==> src/rtl/core/nbw_ram.sv <==
// nbw_ram: generic single write, single read RAM with registered read.
// Depends on nothing.
module nbw_ram #(
	parameter int WIDTH = 8,
	parameter int DEPTH = 16
) (
	input  logic                              clk,
	input  logic                              we,
	input  logic [(DEPTH>1?$clog2(DEPTH):1)-1:0] waddr,
	input  logic [WIDTH-1:0]                  wdata,
	input  logic [(DEPTH>1?$clog2(DEPTH):1)-1:0] raddr,
	output logic [WIDTH-1:0]                  rdata
);

	logic [WIDTH-1:0] mem [DEPTH];

	always_ff @(posedge clk) begin
		if (we) begin
			mem[waddr] <= wdata;
		end
		rdata <= mem[raddr];
	end

endmodule

==> config.mk <==
export PLATFORM = sky130hd
export DESIGN_NAME = nbw_ram
export DESIGN_NICKNAME = d
export VERILOG_FILES = /design/src/rtl/core/nbw_ram.sv
export SDC_FILE = /design/constraint.sdc
export NUM_CORES = 1
export LEC_CHECK = 0
export BUFFER_PORTS_ARGS = -buffer_cell sky130_fd_sc_hd__buf_2
export CAP_MARGIN = 40
export CORE_MARGIN = 4
export CORE_UTILIZATION = 45
export CTS_CLUSTER_SIZE = 20
export DETAILED_ROUTE_END_ITERATION = 16
export PLACE_DENSITY = 0.66
export SLEW_MARGIN = 20
export SYNTH_ARGS = -nofsm -noshare
export SYNTH_HDL_FRONTEND = slang
export SYNTH_SLANG_ARGS = --single-unit
==> constraint.sdc <==
create_clock -name clk -period 2.93 [get_ports clk]
set_input_delay 0 -clock clk [delete_from_list [all_inputs] [get_ports clk]]
set_output_delay 0 -clock clk [all_outputs]
set_load 0.01 [all_outputs]
======== Yosys cells after proc, flatten, opt, wreduce, memory -nomap -nowiden ========
Memories as Yosys holds them, arrays and structs flattened. A register that Yosys moved wholly into a read port is not among the register bits.
Cells that the tools add are included.
storage, ports and cells
  input port bits ......................... 18
  word-level logic and storage cells ...... 3
  register bits ........................... 0
  output and inout port bits .............. 8
  memories ................................ 1
  bits in writable memories ............... 128
operators by class
  multiplexer cells ....................... 2
memory list
  name  words  bits a word  rd ports  clocked after memory_dff  write ports  line  text
  mem   16     8            1         1                         1            15    logic [WIDTH-1:0] mem [DEPTH];
operator list
  kind     count
  $mux W1  2

======== Depth between registers and ports, before layout ========
Gate-level depths: netlist (run 1).
  depth after elaboration ................. 2
  depth in mapped cells ................... 5
  mapped depth without buffers ............ 3

======== Worst setup path after synthesis (run 1) ========
No wires, ideal clock.
  path type ............................... input -> register
  start point ............................. in waddr[2] (netlist bit)
  end point ............................... mem mem[0][0] (enable)
  cell stages on the path ................. 2
  data arrival time ....................... 1110 ps
  setup time .............................. 383 ps
  buffers on the path ..................... 0
  setup slack ............................. 1437 ps
  path through ............................ or3b_2 nor3_1
RTL lines
  item             line  text
  start, declared  9     input logic [(DEPTH>1?$clog2(DEPTH):1)-1:0] waddr,
  end, declared    15
Straight into the memory's write port.

==> reports/metrics.cfg, run 1 <==
[floorplanning]
io_pins=26
coreArea_sq_mm=0.0110
die_area_sq_mm=0.0132
fp.dieH_um=115
initial_core_util_pct=46.7
rows=38
die_x_um=115

[timing]
tightest_slew_ns=0.812
slew_viol_final=0
finalWorstPathRequiredPeriod_ns=1.38
timing.slew.headroom_pct=45.8
finalSetupTns_ns=0
hold_violations=0
timing.final.crit_share_pct=47.0
setup_viol=0
rsz0062_at_grt=no
skew_ns=0.00742
fmax_mhz=727

[critical_path]
crit_type=reg2reg
reg2reg_depth=3
crit_path_start_kind=register
arrival_ns=1.66
reg2reg_slack_ns=1.55
end_kind=register
path_max_fanout=1
required_ns=3.22

[finish]
seqCellArea_sq_mm=0.00400
nets=300
fill_cells=809
instances_no_fill=435
final_util_pct=55.4
drive_gt1_share_pct=28.5
diodes=0
final_area_sq_mm=0.00612
multi_input_area_sq_mm=0.00106
synthToLayoutAreaGrowth_pct=18.8

[place]
gp_congestion=0.707
port_buffers=25
placedCellCount=394
place_area_sq_mm=0.00544
dp_hpwl_mm=6.05

[global_route]
grt_pass1_wl_mm=14.3
grt_usage_pct=15.3
overflow=0
grt_pass1_vias=2468
grt_max_degree=33
antenna_found_initial=0

[synth]
ys_types=19
mappedNetlistArea_sq_mm=0.00515
ys_warn_count=0
synth_area_per_cell_sq_um=22.5
seq_area_frac_synth_pct=77.8
syn_nets=247
synth-seq-cells=136
syn_inst=229

[cts]
clkSlewWorstSetupHoldPaths_ns=0.06
cts_buffers=17
clock_latency_ns=0.41
root_buffer=clkbuf_16
clockBufferDepth=2
cts_tree=done
htreeDepth=4
cts.sinks=136

[route]
viasPerCell=5.44
ant_nets=0
drc_errors=0
wl_per_cell_um=21.4
firstDrtPassIters=4
num_vias=2365
routed_wl_mm=9.31
drt_first_iter_violations=218

[job]
cap_violations=0

[pwr]
vdd_drop_max_mv=0.334
powerDensity_mw_per_mm2=730
leakage_uw=0.00207

[hold_path]
hold_depth=3
hp-class=in2reg

[run_status]
status=finished, final reports clean

[worst max-delay path: stages (launching register included)]
cell and delay (ns):
edfxtp_1 0.35, mux4_1 0.51, a22oi_1 0.30, nand2_1 0.09
[cells by family (layout without fill, tap and decap cells)]
logic type             Yosys count  after routing  share of synthesized area (%)
and+or+nand+nor                 35             35                           3.18
buffers and inverters           10             76                           1.68
muxes                           32             32                           15.0
AOI/OAI and AO/OA               16             16                           2.33
DFF                            136            136                           77.8
[synth_stat cells, drive strengths merged]
library cell / instances / area (sq um)
a22oi: 16 / 120
edfxtp: 128 / 3840
nand3: 1 / 5.00
clkdlybuf4s25: 3 / 30.0
and2b: 1 / 7.51
dfxtp: 8 / 160
nand3b: 2 / 15.0
nand2b: 2 / 12.5
nand2: 9 / 33.8
nor3: 4 / 20.0
buf: 7 / 56.3
nor2: 13 / 48.8
nor2b: 1 / 6.26
or3b: 1 / 8.76
and2: 1 / 6.26
mux4: 32 / 773
[power breakdown]
group          switching [uW]  internal, uW  total [uW]
Sequential               11.8          2180        2190
Combinational             114          87.8         202
Clock                     755          1320        2080
Total                     880          3590        4470
[placed cells by master, fill, tap and decap left out, types with 2 or more instances in the layout]
| cell | instances |
|---|---|
| mux4_1 | 14 |
| nor3_1 | 4 |
| clkbuf_8 | 3 |
| a22oi_1 | 16 |
| mux4_2 | 18 |
| nand2b_1 | 2 |
| buf_2 | 25 |
| nor2_1 | 13 |
| inv_6 | 2 |
| edfxtp_1 | 128 |
| bufinv_16 | 2 |
| clkinvlp_4 | 3 |
| clkbuf_16 | 17 |
| dfxtp_1 | 8 |
| nand2_1 | 9 |
| dlygate4sd3_1 | 8 |
| clkbuf_1 | 2 |
| nand3b_1 | 2 |
| buf_4 | 11 |
[registers in the layout, indices dropped and copies added, names as in the netlist]
register  flops
mem         128
rdata         8
[cell type report]
type / count / area share, %
clock inverter: 10 / 1.92
multi-input combinational: 83 / 17.3
tap: 140 / 2.86
timing repair buffer: 44 / 4.71
clock buffer: 22 / 7.75
sequential: 136 / 65.5
[repair_timing]
action | CTS | global route
resized for setup | 0 | 0
hold endpoints to repair | 128 | 0
setup buffers | 0 | 0
hold buffers | 8 | 0
[per-layer routing]
| layer | global-route usage (%) | share of wire (%) | up-vias |
|---|---|---|---|
| met3 | 4.84 | 3.4 | 9 |
| met1 | 19.5 | 43 | 1222 |
| met5 | 0 | 0 | - |
| li1 | - | - | 1083 |
| met4 | 5.32 | 1.1 | 0 |
| met2 | 25.0 | 52 | 51 |
[per-stage QoR]
stage / total power (uW) / hold slack [ns] / worst slack, ns
after floorplan: 2340 / 0.0989 / 1.44
after global placement: 2420 / 0.386 / 1.20
after detailed placement: 2420 / 0.400 / 1.18
after CTS: 4500 / 0.115 / 1.57
after global routing: 4620 / 0.140 / 1.50
final: 4470 / 0.119 / 1.55
[worst paths after layout]
path	from	end
hold reg to reg	mem[12][7]	rdata[7]
hold / removal	waddr[3]	mem[9][2]
setup / recovery	mem[1][2]	rdata[2]
setup reg to reg	mem[1][2]	rdata[2]
Power figures use the tool's default switching activity.
==> run 2, diff against run 1 <==
==> constraint.sdc (replaced) <==
create_clock -name clk -period 1.32 [get_ports clk]
set_input_delay 0 -clock clk [delete_from_list [all_inputs] [get_ports clk]]
set_output_delay 0 -clock clk [all_outputs]
set_load 0.01 [all_outputs]
==> reports/metrics.cfg, run 2 (synthesis gave the netlist of run 1 again) <==
[run_status]
status=finished, final reports clean

[pwr]
powerDensity_mw_per_mm2=1590  ; +120%
vdd_drop_max_mv=0.819  ; +150%
leakage_uw=0.00212  ; +2.7%

[global_route]
grt_max_degree=33  ; unchanged
grt_pass1_vias=2533  ; +2.6%
overflow=0  ; unchanged
antenna_found_initial=0  ; unchanged
grt_usage_pct=16.3  ; +0.97 points
grt_pass1_wl_mm=15.2  ; +6.0%

[timing]
fmax_mhz=775  ; +6.6%
finalWorstPathRequiredPeriod_ns=1.29  ; -0.0853 ns
tightest_slew_ns=0.792  ; -0.0208 ns
setup_viol=0  ; unchanged
setup_slack_ns=0.0292  ; -1.52 ns
rsz0062_at_grt=yes
slew_viol_final=0  ; unchanged
timing.final.crit_share_pct=97.8  ; +51 points
skew_ns=0.00942  ; +0.00200 ns
hold_violations=0  ; unchanged
timing.slew.headroom_pct=47.1  ; +1.3 points

[route]
met1_length_mm=4.22  ; +4.8%
routed_wl_mm=9.89  ; +6.3%
drc_errors=0  ; unchanged
num_vias=2433  ; +2.9%
viasPerCell=5.43  ; -0.11%
highest_layer=met4
ant_nets=0  ; unchanged
routed-wl-met3_um=427  ; +36%
firstDrtPassIters=4  ; unchanged
drt_first_iter_violations=165  ; -24%
wl_per_cell_um=22.1  ; +3.2%
wl_met2_mm=5.12  ; +5.2%

[finish]
fill_cells=819  ; +1.2%
diodes=0  ; unchanged
top_regs=mem: 128 flops, rdata: 8 flops
final_cell_mix=edfxtp_1 (128), mux4_2 (25), buf_2 (25)
top_register=mem
largest_reg_flops=128  ; unchanged
drive_gt1_share_pct=38.0  ; +9.5 points
synthToLayoutAreaGrowth_pct=21.9
final_common_cell=edfxtp_1
final_area_sq_mm=0.00628  ; +2.6%
instances_no_fill=448  ; +3.0%
nets=313  ; +4.3%

[job]
cap_violations=0  ; unchanged

[cts]
htreeDepth=4  ; unchanged
cts_tree=done
root_buffer=clkbuf_16
clkSlewWorstSetupHoldPaths_ns=0.06  ; about the same
cts_buffers=17  ; unchanged
cts_post_setup_buffers_inserted=0  ; unchanged
clockBufferDepth=2  ; unchanged
clock_latency_ns=0.40  ; about the same
cts.sinks=136  ; unchanged

[critical_path]
arrival_ns=1.58  ; -0.08 ns
end_kind=register
reg2reg_depth=3  ; unchanged
crit_path_start_kind=register
reg2reg_slack_ns=0.03  ; -1.52 ns
required_ns=1.61  ; -1.61 ns
r2r-start=mem[1][1]
crit_type=reg2reg
path_max_fanout=1  ; unchanged
r2r_end=rdata[1]

[place]
preCtsSetupSlack_ns=-0.146  ; -1.33 ns
gp_congestion=0.731  ; +3.4%
dp_hpwl_mm=6.14  ; +1.5%
place_area_sq_mm=0.00559  ; +2.9%
port_buffers=25  ; unchanged
placedCellCount=409  ; +3.8%

[hold_path]
hold_start=wdata[5]
hold_depth=1  ; -2
hp-class=in2reg
min_to=mem[12][5]

[floorplanning]
io_pins=26  ; unchanged
rows=38  ; unchanged
coreArea_sq_mm=0.0110  ; unchanged
fp.dieH_um=115  ; unchanged
die_x_um=115  ; unchanged
initial_core_util_pct=46.7  ; unchanged
die_area_sq_mm=0.0132  ; unchanged

-- run 2: cell types whose count changed in the layout (fill, tap and decap cells not counted), moves of 2 or more --
cell      previous run  this run
clkbuf_1             2         0
buf_4               11        22
buf_12               0         3
a22oi_1             16         7
inv_6                2         4
mux4_1              14         7
a22oi_2              0         9
mux4_2              18        25
-- run 2: layout make-up --
type | instances | area, sq um | share of cell area [%]
sequential | 136 | 4000 | 63.8
tap | 140 | 175 | 2.79
clock inverter | 13 | 143 | 2.27
multi-input combinational | 83 | 1080 | 17.2
clock buffer | 19 | 453 | 7.22
timing repair buffer | 57 | 420 | 6.70
-- run 2: worst max path at each step --
stage,startpoint,end,slack [ns]
6_report,mem[1][1],rdata[1],0.03
5_1_grt,mem[3][4],rdata[4],-0.03
4_1_cts,mem[2][3],rdata[3],-0.003
3_5_place_dp,raddr[0],rdata[7],-0.15
3_3_place_gp,raddr[0],rdata[7],-0.13
2_1_floorplan,waddr[2],mem[3][0],0.05
-- run 2: per-layer routing --
layer  global-route usage (%)  vias to the layer above
li1                         -                     1101
met3                     3.47                       10
met2                     27.2                       65
met4                     5.87                        0
met1                     21.1                     1257
met5                        0                        -
-- run 2: repair_timing --
| item | CTS | global route |
|---|---|---|
| hold buffers | 7 | 0 |
| endpoints found under the hold margin | 110 | 0 |
| gates resized for setup | 8 | 8 |
| pin swaps | 1 | 6 |
| endpoints found under the setup margin | 5 | 7 |
-- run 2: report_power, final --
part           leakage [uW]  switching (uW)  internal [uW]
Combinational      0.000619             276            235
Sequential          0.00122            28.2           4830
Clock              0.000280            1730           2900
-- run 2: metrics by stage --
| stage | hold slack (ns) | TNS [ns] | power [uW] | utilization [%] |
|---|---|---|---|---|
| global route | 0.00350 | -0.0680 | 10400 | 56.9 |
| detailed placement | 0.393 | -0.599 | 5420 | 50.7 |
| finish | 0.00408 | 0 | 9990 | 56.9 |
| global placement | 0.391 | -0.456 | 5410 | 50.7 |
| CTS | 0.00626 | -0.00306 | 10100 | 56.9 |
| floorplan | 0.0989 | 0 | 5200 | - |
-- run 2: critical path: stages, from the launching register on --
cell and delay [ns]:
edfxtp_1 0.35, mux4_1 0.52, a22oi_2 0.24, nand2_1 0.08
==> run 3, diff against run 2 <==
--- a/config.mk
+++ b/config.mk
@@ -5,7 +5,7 @@
 export SDC_FILE = /design/constraint.sdc
 export NUM_CORES = 1
 export LEC_CHECK = 0
-export BUFFER_PORTS_ARGS = -buffer_cell sky130_fd_sc_hd__buf_2
+export BUFFER_PORTS_ARGS = -buffer_cell sky130_fd_sc_hd__buf_4
 export CAP_MARGIN = 40
 export CORE_MARGIN = 4
 export CORE_UTILIZATION = 45
==> reports/metrics.cfg, run 3 (synthesis gave the netlist of run 1 again) <==
[global_route]
antenna_found_initial=0  ; unchanged
grt_max_degree=17  ; -48%
grt_usage_pct=15.5  ; -0.78 points
grt_pass1_vias=2598  ; +2.6%
overflow=0  ; unchanged
grt_pass1_wl_mm=14.6  ; -4.0%

[timing]
finalWorstPathRequiredPeriod_ns=1.28  ; -0.00878 ns
holdWs_ns=0.112  ; +0.108 ns
hold_violations=0  ; unchanged
rsz0062_at_grt=yes
fmax_mhz=780  ; +0.69%
tightest_slew_ns=0.777  ; -0.0144 ns
slew_viol_final=0  ; unchanged
setup_viol=0  ; unchanged
skew_ns=0.00980  ; +0.000379 ns
timing.slew.headroom_pct=48.1  ; +0.96 points
timing.final.crit_share_pct=97.1  ; -0.67 points

[finish]
synthToLayoutAreaGrowth_pct=23.1
final_common_cell=edfxtp_1
top_register=mem
drive_gt1_share_pct=36.5  ; -1.5 points
nets=312  ; -0.32%
largest_reg_flops=128  ; unchanged
top_regs=mem: 128 flops, rdata: 8 flops
diodes=0  ; unchanged
final_cell_mix=edfxtp_1 (128), buf_4 (45), mux4_2 (24)
final_util_pct=57.5  ; +0.57 points

[pwr]
internal_power_uw=8080  ; +1.5%
switching_share_pct=20.1  ; -0.26 points
seq_power_share_pct=48.0  ; -0.6 points
powerDensity_mw_per_mm2=1600  ; +0.21%
leakage_uw=0.00215  ; +1.4%
power_frac_comb_pct=5.3  ; +0.2 points
switching_power_uw=2030  ; about the same
clkPwrFrac_pct=46.7  ; +0.4 points
vdd_drop_max_mv=0.977  ; +19%

[floorplanning]
die_x_um=115  ; unchanged
die_area_sq_mm=0.0132  ; unchanged
initial_core_util_pct=46.7  ; unchanged
rows=38  ; unchanged
coreArea_sq_mm=0.0110  ; unchanged
io_pins=26  ; unchanged
fp.dieH_um=115  ; unchanged

[place]
dp_hpwl_mm=6.29  ; +2.4%
port_buffers=25  ; unchanged
gp_congestion=0.721  ; -1.4%

[cts]
clockBufferDepth=2  ; unchanged
cts.sinks=136  ; unchanged
clock_latency_ns=0.41  ; about the same
htreeDepth=4  ; unchanged
cts_tree=done
clkSlewWorstSetupHoldPaths_ns=0.06  ; about the same
root_buffer=clkbuf_16
cts_post_setup_buffers_inserted=0  ; unchanged
cts_buffers=17  ; unchanged

[critical_path]
required_ns=1.62  ; about the same
crit_type=reg2reg
reg2reg_slack_ns=0.04  ; about the same
arrival_ns=1.58  ; about the same
r2r_end=rdata[2]
path_max_fanout=1  ; unchanged
reg2reg_depth=3  ; unchanged
end_kind=register
r2r-start=mem[3][2]
crit_path_start_kind=register

[hold_path]
hp-class=in2reg
min_to=mem[0][2]
hold_depth=3  ; +2
hold_start=waddr[1]

[route]
viasPerCell=5.40  ; -0.48%
drt_first_iter_violations=206  ; +25%
num_vias=2416  ; -0.70%
firstDrtPassIters=4  ; unchanged
drc_errors=0  ; unchanged
routed_wl_mm=9.41  ; -4.8%
ant_nets=0  ; unchanged
wl_per_cell_um=21.1  ; -4.6%

[job]
cap_violations=0  ; unchanged

[run_status]
status=finished, final reports clean

[run 3: power by group through the flow]
stage / clock, uW / sequential [uW] / combinational (uW)
finish: 4730 / 4850 / 533
floorplan: 0 / 4950 / 245
CTS: 4790 / 4850 / 532
detailed placement: 0 / 4940 / 505
global placement: 0 / 4940 / 493
global route: 5010 / 4860 / 581
[run 3: routing by layer]
metal	wire, um	GRT usage [%]	vias up
li1	-	-	1096
met2	4930	26.2	56
met4	92	5.16	0
met3	497	5.05	7
met5	0	0	-
met1	3890	18.9	1257
[run 3: metrics by stage]
step	area (sq um)	setup TNS, ns	setup slack [ns]	total power [uW]	cells
floorplan	5150	0	0.0539	5200	229
global placement	5640	-0.0254	-0.0126	5430	407
detailed placement	5640	-0.227	-0.0550	5450	407
CTS	6340	0	0.00465	10200	447
global route	6340	-0.0266	-0.0160	10400	447
finish	6340	0	0.0380	10100	447
[run 3: worst max-delay path, stage by stage (launching register included)]
cell and delay [ns]:
edfxtp_1 0.37, mux4_2 0.49, a22oi_2 0.25, nand2_1 0.07
[run 3: final cells by class]
| type | instances | area (sq um) |
|---|---|---|
| tap | 140 | 175 |
| clock inverter | 13 | 169 |
| clock buffer | 19 | 433 |
| multi-input combinational | 83 | 1080 |
| fill | 813 | 4690 |
| sequential | 136 | 4000 |
| timing repair buffer | 56 | 478 |
[run 3: how the worst max path moves through the flow]
stage               start         to  slack, ns
4_1_cts         mem[5][0]   rdata[0]      0.005
5_1_grt        mem[11][0]   rdata[0]      -0.02
3_3_place_gp     raddr[0]   rdata[1]      -0.01
2_1_floorplan    waddr[2]  mem[3][0]       0.05
6_report        mem[3][2]   rdata[2]       0.04
3_5_place_dp     raddr[0]   rdata[4]      -0.05
[run 3: timing repair]
action                                  CTS  global route
resized for setup                         3            11
endpoints found under the hold margin   128             0
hold buffers                              8             0
endpoints found under the setup margin    3             7
pin swaps                                 1             4
