File: config.mk
export PLATFORM = sky130hd
export DESIGN_NAME = nbw_div
export DESIGN_NICKNAME = d
export VERILOG_FILES = /design/src/rtl/core/nbw_pkg.sv /design/src/rtl/core/nbw_div.sv
export SDC_FILE = /design/constraint.sdc
export NUM_CORES = 1
export LEC_CHECK = 0
export ABC_AREA = 1
export BUFFER_PORTS_ARGS = -buffer_cell sky130_fd_sc_hd__buf_2
export CAP_MARGIN = 40
export CORE_ASPECT_RATIO = 0.8
export CORE_UTILIZATION = 40
export CTS_CLUSTER_SIZE = 25
export DETAILED_ROUTE_END_ITERATION = 8
export REMOVE_ABC_BUFFERS = 1
export SYNTH_ARGS = -nofsm -noshare
export SYNTH_HDL_FRONTEND = slang
export SYNTH_SLANG_ARGS = --single-unit
File: constraint.sdc
create_clock -name clk -period 3 [get_ports clk]
set_input_delay 0 -clock clk [delete_from_list [all_inputs] [get_ports clk]]
set_output_delay 0 -clock clk [all_outputs]
set_load 0.02 [all_outputs]
File: src/rtl/core/nbw_pkg.sv
// nbw_pkg: types, sizes and codes of the nearest bone weighting block.
// Depends on nothing; imported by the top level, the square root, the divider and the checkers.
package nbw_pkg;

	localparam int MAX_BONES = 64;
	localparam int MAX_KEPT  = 4;

	localparam int BONE_AW = (MAX_BONES > 1) ? $clog2(MAX_BONES) : 1;
	localparam int BONE_CW = $clog2(MAX_BONES + 1);
	localparam int KEPT_AW = (MAX_KEPT > 1) ? $clog2(MAX_KEPT) : 1;
	localparam int KEPT_CW = $clog2(MAX_KEPT + 1);

	localparam int COORD_W = 32;
	localparam int DIST_W  = 32;
	localparam int SQ_W    = 64;
	localparam int DIV_NW  = 64;
	localparam int DIV_DW  = 48;
	localparam int INV_W   = 48;
	localparam int WGT_W   = 17;
	localparam int INV_SHIFT = 44;

	localparam logic [DIST_W-1:0] DIST_EPS = 32'd7;
	localparam logic [WGT_W-1:0]  ONE_Q16  = 17'd65536;

	// Command codes
	localparam logic CMD_LOAD  = 1'b0;
	localparam logic CMD_QUERY = 1'b1;

	// Config register indexes
	localparam int CFG_IDX_W = 2;
	localparam logic [CFG_IDX_W-1:0] CFG_NUM_BONES = 2'd0;
	localparam logic [CFG_IDX_W-1:0] CFG_MAX_INFL  = 2'd1;

	typedef struct packed {
		logic               command;
		logic [5:0]         bone_slot;
		logic signed [31:0] pos_x;
		logic signed [31:0] pos_y;
		logic signed [31:0] pos_z;
	} item_t;

	typedef struct packed {
		logic [5:0]  bone_index;
		logic [16:0] weight;
		logic        last;
	} result_t;

	typedef enum logic [3:0] {
		ST_IDLE,
		ST_READ,
		ST_MX,
		ST_MY,
		ST_MZ,
		ST_ACC,
		ST_SQS,
		ST_SQW,
		ST_INV,
		ST_INVW,
		ST_NORM,
		ST_NORMW
	} state_t;

endpackage

File: src/rtl/core/nbw_div.sv
// nbw_div: restoring divider, one quotient bit per cycle.
// Depends on nbw_pkg.
module nbw_div import nbw_pkg::*; (
	input  logic              clk,
	input  logic              arst_n,
	input  logic              start,
	input  logic [DIV_NW-1:0] num,
	input  logic [DIV_DW-1:0] den,
	output logic              done,
	output logic [DIV_NW-1:0] quo
);

	localparam int CNT_W = $clog2(DIV_NW + 1);

	logic              run_q;
	logic              done_q;
	logic [CNT_W-1:0]  cnt_q;
	logic [DIV_DW-1:0] rem_q;
	logic [DIV_DW-1:0] den_q;
	logic [DIV_NW-1:0] q_q;
	logic [DIV_DW:0]   trial;
	logic              fit;

	assign trial = {rem_q, q_q[DIV_NW-1]};
	assign fit   = (trial >= {1'b0, den_q});

	// Control: step counter
	always_ff @(posedge clk or negedge arst_n) begin
		if (!arst_n) begin
			run_q  <= 1'b0;
			done_q <= 1'b0;
			cnt_q  <= '0;
		end else begin
			done_q <= 1'b0;
			if (start) begin
				run_q <= 1'b1;
				cnt_q <= CNT_W'(DIV_NW);
			end else if (run_q) begin
				cnt_q <= cnt_q - 1'b1;
				if (cnt_q == CNT_W'(1)) begin
					run_q  <= 1'b0;
					done_q <= 1'b1;
				end
			end
		end
	end

	// Datapath: shift in dividend, shift out quotient
	always_ff @(posedge clk) begin
		if (start) begin
			rem_q <= '0;
			den_q <= den;
			q_q   <= num;
		end else if (run_q) begin
			rem_q <= fit ? DIV_DW'(trial - {1'b0, den_q}) : trial[DIV_DW-1:0];
			q_q   <= {q_q[DIV_NW-2:0], fit};
		end
	end

	assign done = done_q;
	assign quo  = q_q;

endmodule

After elaboration in Yosys (flattened, before gate mapping) --
Index checks and enable logic that the tools add are counted.
Storage, ports and cells: register bits 169, bits of input ports 115
Cells by class: add/subtract/negate cells 2, order comparisons 1, equality and inequality tests 1, multiplexer cells 11, reductions and logical operators 1
Operators by type and width (count):
- 64-bit two-way mux | 2
- 49-bit by 48-bit >= comparator with 1-bit output | 1
- 48-bit two-way mux | 1
- 48-bit subtractor | 1
- 7-bit two-way mux | 2
- 7-bit by 1-bit == test with 1-bit output, second input constant | 1
- 7-bit by 1-bit subtractor with 7-bit output, second input constant | 1
- 1-bit two-way mux | 6
- 2-bit nonzero test | 1

Logic depth before layout (Yosys ltp) --
Gate-level depths: netlist of the first run.
word-level depth 4, depth in mapped cells 17

Worst setup path before layout of the first run --
OpenSTA, ideal clock, no wires.
path type reg2reg, start point register run_q, end point register q_q[0], in the netlist quo[0] (enable), setup time 0.419 ns, arrival 1.932 ns, data required time 2.581 ns, slack 0.649 ns, cell stages (with the launch flop) 4, path buffers 1, clock period less this slack 2.351 ns, cell sequence dfrtp_1 nor2_1 clkbuf_1 inv_1
Between the ends: longest elaborated chain between the ends 1
RTL lines:
- start, declared | line nbw_div.sv:15 | logic run_q;
- start signal, assigned | line nbw_div.sv:30 | run_q <= 1'b0;
- start signal, assigned | line nbw_div.sv:36 | run_q <= 1'b1;
- start signal, assigned | line nbw_div.sv:41 | run_q <= 1'b0;
- 2-bit nonzero test (no source line)
- end signal, assigned | line nbw_div.sv:53 | q_q <= num;
- end signal, assigned | line nbw_div.sv:56 | q_q <= {q_q[DIV_NW-2:0], fit};
- end, declared | line nbw_div.sv:20 | logic [DIV_NW-1:0] q_q;
No other way between the ends. A chain may end at the register's enable or synchronous reset.

Worst setup path after layout of the first run --
start point register den_q[32], end point register rem_q[8]
Between the ends: longest elaborated chain between the ends 2
RTL lines:
- start, declared | line nbw_div.sv:19 | logic [DIV_DW-1:0] den_q;
- start signal, assigned | line nbw_div.sv:52 | den_q <= den;
- 49-bit by 48-bit >= comparator with 1-bit output | line nbw_div.sv:25 | assign fit = (trial >= {1'b0, den_q});
- 48-bit two-way mux | line nbw_div.sv:55 | rem_q <= fit ? DIV_DW'(trial - {1'b0, den_q}) : trial[DIV_DW-1:0];
- end signal, assigned | line nbw_div.sv:55
- end, declared | line nbw_div.sv:18 | logic [DIV_DW-1:0] rem_q;
No other way between the ends.

==> impl_results.md, run 1 <==
- Status: completed
- Clock insertion delay at the later pin of the skew report: 450 ps
- Worst-path clk slew: ~80 ps
- Via-to-Cell Ratio: about 4.8
- Post-route ant nets: 0
- Antenna diodes: 0
- Most common cell after layout, fill and taps aside: nand2_1
- Critical Path AT: between 2000 and 3000 ps
- Critical Path End Type: flip-flop
- FFs w/ async S/R, synth: under 10%
- Full die area: a little under 30000 um2
- Die X: between 150 and 200 um
- Worst reg-to-reg setup slack: approximately 360 ps
- Setup CP Type: flip-flop to flip-flop
- Post-synth EDFFs: between 100 and 150
- Synth unique cells: 36
- Worst VDD drop: roughly 0.38 mV
- Pins Over Slew Limit: 0
- Yosys warning count: 0
- Mapped Cells: between 1500 and 2000
- Fillers: about 2900
- IO Pins: 180
- Share of layout cells above drive strength 1: about an eighth
- Startpoint class of the critical path: flip-flop
- Maximum clock insertion buffer count: 2
- H-tree depth: 4
- Area Growth Syn to Fin: 26.85%
- Commonest cells after routing, fill and taps aside: nand2_1, inv_1, buf_2
- 1st-iter DRT viols: around 700
- CTS resizes: 0
- Chip height: between 150 and 200 um
- Hold Crit Class: input port to flip-flop
- Initial Utilization: between 40 and 50%
- Final Skew: 16.91 ps
- Leakage power: 7.869 nW
- Hold-fix buffers, CTS: roughly 120
- Final nets: approximately 2200
- Total negative slack: 0 ps
- DRC Markers: 0
- Vias in the first global route: about 11000
- Row count: between 50 and 60
- RSZ-0062 raised after global routing: false
- FF+latch count, synth: ~170
- Period utilisation layout: between 80% and 90%
- Slew @ Worst Pin: 889.2 ps
- Initial antenna violation count: 0
- Worst Setup SP: den_q[32]
- R2R cell count: 15
- Post-synth design cell area: approximately 11000 um2
- Final WL: around 36000 um
- Mean Syn Cell Area: approximately 6.7 um2
- Via count: ~11000
- Area of the multi-input gates: ~5400 um2
- CP required: roughly 3300 ps
- Worst flop-to-flop path startpoint: den_q[32]
- CTS tree: yes
- Average wire per standard cell: 14.96 um
- Worst-path maximum fanout: 48
- 1st-pass router iterations: 7
- Total global routing overflow: 0
- Sequential area share after synthesis: 39.72%
- Half-perimeter wire length after placement: roughly 26000 um
- End point of the critical path: rem_q[8]
- Achievable frequency: 378.6 MHz
- Final core utilization: 51.50%
- Port Buffers: between 150 and 200
- Primary FF master, synth: edfxtp_1
- GRT Total Usage: approximately a quarter
- Sink Count: approximately 170
- CTS buffer count: 17
- Placer Congestion: 0.9711
- Largest net degree at the start of global routing: 67
- Setup bufs post-CTS: 0
- Crit path time final: between 2000 and 3000 ps
- Rel. slew slack: about two fifths
- First-pass GRT wire length: roughly 57000 um
- Sequential cell area: 4549 um2
- Final setup violation count: 0
- R2r endpoint: rem_q[8]
- Max-Cap Viols: 0
- Pwr Density: about 430 nW/um2
- Root Buffer: clkbuf_16
- Hold Vio Cnt, Final: 0
- Core ar.: 28210 um2
[flip-flops by register name (all words and copies together), names as in the netlist]
name,cells
cnt_q,7
den_q,48
done,1
quo,64
rem_q,48
run_q,1
[cells in the mapped netlist, types with 6 or more instances]
cell	number	area, um2
nand2_2	11	68.82
nand2_1	758	2845
nand4_1	60	375.4
dfxtp_1	48	960.9
nand3_1	94	470.5
clkbuf_1	29	108.9
edfxtp_1	112	3363
dfrtp_1	9	225.2
nand3b_1	6	45.04
xnor2_1	20	175.2
nor2_1	91	341.6
inv_1	328	1231
a21oi_1	31	155.2
inv_2	11	41.29
ha_1	50	625.6
[critical path, cell delays in order, from the launching register on]
cell and delay, ps:
edfxtp_1 360, inv_1 60, ha_1 260, nand2_1 130
inv_1 80, nand2_1 70, nand2_1 110, inv_2 60
nand2_1 110, clkinv_1 70, nand2_1 110, a21oi_4 180
buf_4 500, nand4_1 180, nand3_1 140, nand2_1 50
[worst min-delay path by stage]
| stage | end | slack, ps | start | depth (start not counted) |
|---|---|---|---|---|
| 2_1_floorplan | cnt_q[0] | -300 | arst_n | 0 |
| 3_3_place_gp | done | -130 | arst_n | 1 |
| 3_5_place_dp | cnt_q[3] | -130 | arst_n | 1 |
| 4_1_cts | den_q[3] | 230 | den[3] | 2 |
| 5_1_grt | den_q[3] | 230 | den[3] | 2 |
| 6_report | den_q[3] | 250 | den[3] | 2 |
[power breakdown]
part	switching (W)	internal, W
sequential	0.0000913	0.00267
clock	0.00109	0.00135
combinational	0.000609	0.000395
total	0.00179	0.00442
[layer usage]
layer,GRT usage (%),part of all wire [%],wire (um),vias up
met5,0,0,0,-
met4,7.370,2.2,782,0
met3,4.960,6.0,2151,46
met2,39.10,43,15420,330
met1,34.73,48,17270,5162
li1,-,-,-,5811
[area by class of cell]
| cell class | count | share of cell area [%] |
|---|---|---|
| clock buffers | 17 | 2.928 |
| clock inverters | 15 | 1.438 |
| inverters | 341 | 8.809 |
| repair buffers | 309 | 15.05 |
| multi-input cells | 1160 | 37.28 |
| flip-flops and latches | 169 | 31.31 |
| well taps | 370 | 3.186 |
[logic make-up after synthesis]
group                      after synthesis  synth area share [%]
and+or+nand+nor                       1043                 37.65
buffers and inverters                  385                 13.19
AOI/OAI and AO/OA                       42                 1.966
DFF                                    169                 39.72
adders and majority gates               51                 5.636
xor gates and xnor gates                24                 1.835
[stage by stage]
| step | setup WS (ps) | cell area, um2 | hold slack, ps | instances | total power (W) |
|---|---|---|---|---|---|
| finish | 358.9 | 14530 | 250.9 | 2381 | 0.006208 |
| global route | 139.7 | 14530 | 233.8 | 2381 | 0.006469 |
| CTS | 359.7 | 14530 | 231.1 | 2381 | 0.006245 |
| detailed placement | 396.9 | 12740 | -133.4 | 2234 | 0.003689 |
| global placement | 424.5 | 12740 | -131.7 | 2234 | 0.003682 |
| floorplan | -1011 | 11220 | -295.6 | 1670 | 0.003328 |
Note: power is estimated with default switching activity, not from simulation.
==> run 2: changes to the inputs <==
==> constraint.sdc (replaced) <==
create_clock -name clk -period 3.4 [get_ports clk]
set_input_delay 0 -clock clk [delete_from_list [all_inputs] [get_ports clk]]
set_output_delay 0 -clock clk [all_outputs]
set_load 0.02 [all_outputs]
==> impl_results.md, run 2 (synthesis gave the netlist of run 1 again) <==
- Placed Area: 12700 um2 (-0.37%)
- CP dominant cell by count: nand2_1
- Worst path cell trace: inv_1 > ha_1 > nand2_1 > nor2_2 > nand2_1 > nor4_2 > nand3_2 > nand3_2 > buf_4 > nand2_1 > nand3_1 > nand2_1
- Chip height: 153.4 um (unchanged)
- Setup bufs post-CTS: 0 (unchanged)
- Max-Cap Viols: 0 (unchanged)
- Number of flip-flops in the largest register: 64 (unchanged)
- Largest net degree at the start of global routing: 77 (+15%)
- Fin area: 14420 um2 (-0.78%)
- Startpoint class of the critical path: flip-flop
- Critical Path End Type: flip-flop
- IO Pins: 180 (unchanged)
- 1st-pass router iterations: 8 (+1)
- Worst VDD drop: 0.3072 mV (-19%)
- Row count: 55 (unchanged)
- Core ar.: 28210 um2 (unchanged)
- Worst path buffer plus inverter count: 2 (-3)
- CTS buffer count: 17 (unchanged)
- Worst flop-to-flop path startpoint: den_q[14]
- Worst-path maximum fanout: 24 (-50%)
- Die X: 191.2 um (unchanged)
- Period utilisation layout: 78.01% (-10 points)
- Pwr Density: 366.8 nW/um2 (-14%)
- Placer Congestion: 0.9838 (+1.3%)
- Via count: 11190 (-1.4%)
- Full die area: 29320 um2 (unchanged)
- Leakage power: 7.817 nW (-0.67%)
- Share of layout cells above drive strength 1: 12.95% (-0.12 points)
- Sw frac: 30.28% (+1.4 points)
- Status: completed
- Worst-path clk slew: 80 ps (about the same)
- Post-route ant nets: 0 (unchanged)
- Dpl ws: 769.2 ps (+372.3 ps)
- 1st-iter DRT viols: 736 (+5.9%)
- Worst reg-to-reg setup slack: 750 ps (+390 ps)
- Hold Crit Endpoint: den_q[42]
- Total global routing overflow: 0 (unchanged)
- GRT Total Usage: 24.49% (-0.53 points)
- Port Buffers: 179 (unchanged)
- Hold path depth: 1 (-1)
- Pins Over Slew Limit: 0 (unchanged)
- RSZ-0062 raised after global routing: false
- H-tree depth: 4 (unchanged)
- Sink Count: 169 (unchanged)
- Final nets: 2160 (-0.18%)
- Area Growth Syn to Fin: 25.85%
- Commonest cells after routing, fill and taps aside: nand2_1, inv_1, buf_2
- Via-to-Cell Ratio: 4.709 (-1.2%)
- Clock insertion delay at the later pin of the skew report: 450 ps (about the same)
- Clock power share: 37.4% (-1.9 points)
- Average wire per standard cell: 14.74 um (-1.5%)
- Crit path time final: 2652 ps (+11.34 ps)
- Vias in the first global route: 10820 (-1.9%)
- Half-perimeter wire length after placement: 26000 um (+0.32%)
- Setup WS post-layout: 747.6 ps (+388.7 ps)
- Hold Crit Class: input port to flip-flop
- Int Power: 0.003687 W (-17%)
- Critical Path AT: 2990 ps (about the same)
- Achievable frequency: 377.0 MHz (-0.43%)
- R2R cell count: 12 (-3)
- Worst Setup SP: den_q[14]
- Crit path max-delay cell type: nor4_2
- Hold Vio Cnt, Final: 0 (unchanged)
- Slew @ Worst Pin: 855.3 ps (-33.97 ps)
- Final setup violation count: 0 (unchanged)
- Setup CP Type: flip-flop to flip-flop
- Initial Utilization: 40.60% (unchanged)
- CP required: 3740 ps (+410 ps)
- DP Cell Count: 2231 (-0.13%)
- Hold_sp: start
- Final Skew: 24.77 ps (+7.864 ps)
- CTS tree: yes
- CP delay by family, top: simple AND/OR/NAND/NOR gates
- R2r endpoint: rem_q[25]
- Root Buffer: clkbuf_16
- Finished Layout Cells: 2377 (-0.17%)
- Final WL: 35030 um (-1.7%)
- DRC Markers: 0 (unchanged)
- First-pass GRT wire length: 56070 um (-1.9%)
- Largest stage delay on the critical path: 400 ps (-100 ps)
- Combinational group share of total power: 16.6% (+0.4 points)
- Initial antenna violation count: 1 (+1)
- CTS resizes: 0 (unchanged)
- Maximum clock insertion buffer count: 2 (unchanged)
- Most common cell after layout, fill and taps aside: nand2_1
- Antenna diodes: 0 (unchanged)
- Rel. slew slack: 42.98% (+2.3 points)
- Flop pwr share: 46.1% (+1.6 points)
- Hold-fix buffers, CTS: 114 (-0.87%)
- NetSw: 0.001601 W (-11%)
==> run 2: changes by cell type in the layout (fill, tap and decap cells not counted) <==
cell / delta
buf_12: -2
buf_4: -1
bufinv_16: -3
clkbuf_1: +1
clkinv_1: -1
clkinv_2: +1
clkinvlp_4: +1
dlygate4sd3_1: -1
inv_6: -4
inv_8: +5
==> run 2: cell type report <==
class | count | area, um2
clock inverter | 14 | 148.9
fill | 2839 | 13800
sequential | 169 | 4549
timing repair buffer | 305 | 2130
tap | 370 | 462.9
multi-input combinational | 1160 | 5416
inverter | 341 | 1280
clock buffer | 18 | 429.2
==> run 2: per-layer routing <==
| layer | GRT usage [%] | part of all wire (%) | vias up |
|---|---|---|---|
| met1 | 34.00 | 49 | 4976 |
| met4 | 8.692 | 2.5 | 0 |
| met3 | 4.661 | 6.3 | 49 |
| li1 | - | - | 5806 |
| met5 | 0 | 0 | - |
| met2 | 37.75 | 43 | 362 |
==> run 2: through the flow <==
step / TNS (ps) / hold slack (ps) / total power [W] / utilization (%)
final: 0 / 13.97 / 0.005288 / 51.10
after global placement: 0 / -133.5 / 0.003246 / 45.00
after CTS: 0 / 9.049 / 0.005338 / 51.10
after floorplan: -48120 / -295.6 / 0.002936 / -
after global routing: 0 / 11.96 / 0.005504 / 51.10
after detailed placement: 0 / -131.9 / 0.003250 / 45.00
==> run 2: power groups by stage <==
| stage | logic, W | clock network (W) | registers (W) |
|---|---|---|---|
| after floorplan | 0.000365 | 0 | 0.00257 |
| after global placement | 0.000766 | 0 | 0.00248 |
| after detailed placement | 0.000772 | 0 | 0.00248 |
| after CTS | 0.000874 | 0.00203 | 0.00244 |
| after global routing | 0.000967 | 0.00208 | 0.00245 |
| final | 0.000875 | 0.00198 | 0.00244 |
==> run 2: how the worst max path moves through the flow <==
stage / to / slack (ps) / cells past startpoint
after floorplan: quo[0] / -610 / 2
after global placement: rem_q[9] / 780 / 12
after detailed placement: rem_q[20] / 770 / 12
after CTS: rem_q[25] / 750 / 12
after global routing: rem_q[25] / 510 / 15
final: rem_q[25] / 750 / 12
==> run 3: changes to the inputs <==
==> constraint.sdc (replaced) <==
create_clock -name clk -period 2.5 [get_ports clk]
set_input_delay 0 -clock clk [delete_from_list [all_inputs] [get_ports clk]]
set_output_delay 0 -clock clk [all_outputs]
set_load 0.02 [all_outputs]
==> impl_results.md, run 3 (synthesis gave the netlist of run 1 again) <==
- Via count: 11380 (+1.6%)
- Worst-path maximum fanout: 8 (-67%)
- Maximum clock insertion buffer count: 2 (unchanged)
- Commonest cells after routing, fill and taps aside: nand2_1, inv_1, buf_2
- H-tree depth: 4 (unchanged)
- Worst-path clk slew: 80 ps (about the same)
- Vias in the first global route: 10820 (-0.028%)
- Area Growth Syn to Fin: 29.39%
- Final Skew: 17.10 ps (-7.670 ps)
- Slew @ Worst Pin: 590.8 ps (-264.4 ps)
- Sequential cell area: 4549 um2 (unchanged)
- Rel. slew slack: 60.61% (+18 points)
- Root Buffer: clkbuf_16
- Total global routing overflow: 0 (unchanged)
- Antenna diodes: 0 (unchanged)
- Pwr Density: 488.2 nW/um2 (+33%)
- IO Pins: 180 (unchanged)
- DRC Markers: 0 (unchanged)
- Final WL: 36660 um (+4.6%)
- Half-perimeter wire length after placement: 26150 um (+0.60%)
- Total negative slack: 0 ps (unchanged)
- Port Buffers: 179 (unchanged)
- Largest stage delay on the critical path: 370 ps (-30 ps)
- Crit path max-delay cell type: edfxtp_1
- Core ar.: 28210 um2 (unchanged)
- Clock insertion delay at the later pin of the skew report: 450 ps (about the same)
- Fillers: 2850 (+0.39%)
- Sink Count: 169 (unchanged)
- Number of flip-flops in the largest register: 64 (unchanged)
- Via-to-Cell Ratio: 4.746 (+0.79%)
- Area of the multi-input gates: 5545 um2 (+2.4%)
- Row count: 55 (unchanged)
- Leakage power: 8.003 nW (+2.4%)
- Initial Utilization: 40.60% (unchanged)
- Share of layout cells above drive strength 1: 15.34% (+2.4 points)
- Hold Crit Class: input port to flip-flop
- Worst path cell trace: inv_1 > ha_2 > nand2_2 > inv_1 > a21oi_2 > or2_2 > nand3_1 > a21oi_4 > nand3_4 > clkbuf_16 > nand2_1 > nand2_1
- Critical Path End Type: flip-flop
- 1st-pass router iterations: 5 (-3)
- Startpoint class of the critical path: flip-flop
- RSZ-0062 raised after global routing: true
- Achievable frequency: 417.2 MHz (+11%)
- Chip height: 153.4 um (unchanged)
- Full die area: 29320 um2 (unchanged)
- Critical Path AT: 2610 ps (-380 ps)
- Hold Vio Cnt, Final: 0 (unchanged)
- CTS tree: yes
- Final setup violation count: 0 (unchanged)
- CP required: 2710 ps (-1030 ps)
- Worst VDD drop: 0.4527 mV (+47%)
- 1st-iter DRT viols: 801 (+8.8%)
- Setup CP Type: flip-flop to flip-flop
- CTS buffer count: 17 (unchanged)
- Post-route ant nets: 0 (unchanged)
- Placer Congestion: 0.9707 (-1.3%)
- Pins Over Slew Limit: 0 (unchanged)
- First-pass GRT wire length: 57190 um (+2.0%)
- Placed Area: 12870 um2 (+1.3%)
- Status: completed
- GRT Total Usage: 25.03% (+0.55 points)
- Die X: 191.2 um (unchanged)
- Initial antenna violation count: 0 (-1)
- Period utilisation layout: 95.88% (+18 points)
- Max-Cap Viols: 0 (unchanged)
- Largest net degree at the start of global routing: 82 (+6.5%)
- Average wire per standard cell: 15.29 um (+3.8%)
- Fin area: 14820 um2 (+2.8%)
- Most common cell after layout, fill and taps aside: nand2_1
- Final nets: 2180 (+0.93%)
- Crit path time final: 2397 ps (-255.3 ps)
[run 3: cell types whose count changed in the layout (fill, tap and decap cells not counted), moves of 5 or more]
cell,delta
ha_1,-7
nor2_1,-13
nand2_2,+6
buf_12,+5
nor2_2,+12
ha_2,+6
buf_4,+9
nand2_1,-7
[run 3: routing by layer]
metal | share of wire, % | routed length (um) | global-route usage, % | vias to the layer above
li1 | - | - | - | 5859
met1 | 48 | 17560 | 35.24 | 5155
met2 | 45 | 16480 | 39.70 | 337
met3 | 6.1 | 2230 | 4.960 | 25
met4 | 1.0 | 383 | 4.875 | 0
met5 | 0 | 0 | 0 | -
[run 3: worst max-delay path, delay by kind of cell, from the launching register on]
family | cells | cell delay (ps)
and+or+nand+nor | 6 | 670
AOI/OAI and AO/OA | 2 | 450
DFF | 1 | 370
buffers and inverters | 3 | 360
adders and majority gates | 1 | 310
[run 3: worst paths after layout]
path                            from   endpoint  slack, ps  depth (start not counted)
hold reg to reg             rem_q[4]   rem_q[4]        470                          2
min in group asynchronous     arst_n   cnt_q[6]        560                          3
hold / removal               den[33]  den_q[33]        250                          2
setup / recovery           den_q[44]     quo[0]        100                         12
setup reg to reg           den_q[44]     quo[0]        100                         12
max in group asynchronous     arst_n   cnt_q[1]       1650                          3
[run 3: timing repair]
item | in CTS | in global routing
setup buffers | 0 | 0
hold buffers | 115 | 0
endpoints found under the setup margin | 0 | 48
gates resized for setup | 0 | 44
hold endpoints to repair | 123 | 0
[run 3: report_power, final]
group	switching (W)	total (W)	leakage, nW	internal, W
registers	0.000112	0.00332	1.67	0.00321
logic	0.000742	0.00122	6.05	0.000483
clock network	0.00136	0.00269	0.287	0.00134
[run 3: final cells by class]
cell class | count | share of cell area [%]
Multi-Input combinational cell | 1160 | 37.41
Sequential cell | 169 | 30.69
Timing Repair Buffer | 325 | 16.18
Clock buffer | 17 | 2.870
Clock inverter | 15 | 1.081
Inverter | 341 | 8.636
Tap cell | 370 | 3.123
[run 3: per-stage QoR]
| stage | total power, W | utilization [%] | hold WS (ps) | std cells | setup WS [ps] |
|---|---|---|---|---|---|
| after global routing | 0.007561 | 52.53 | 236.2 | 2397 | -13.21 |
| after global placement | 0.004423 | 45.61 | -135.4 | 2247 | 76.60 |
| after floorplan | 0.003994 | - | -295.6 | 1670 | -1511 |
| after CTS | 0.007284 | 51.76 | 233.7 | 2394 | 57.61 |
| final | 0.007237 | 52.53 | 254.6 | 2397 | 102.9 |
| after detailed placement | 0.004433 | 45.61 | -133.8 | 2247 | 84.83 |
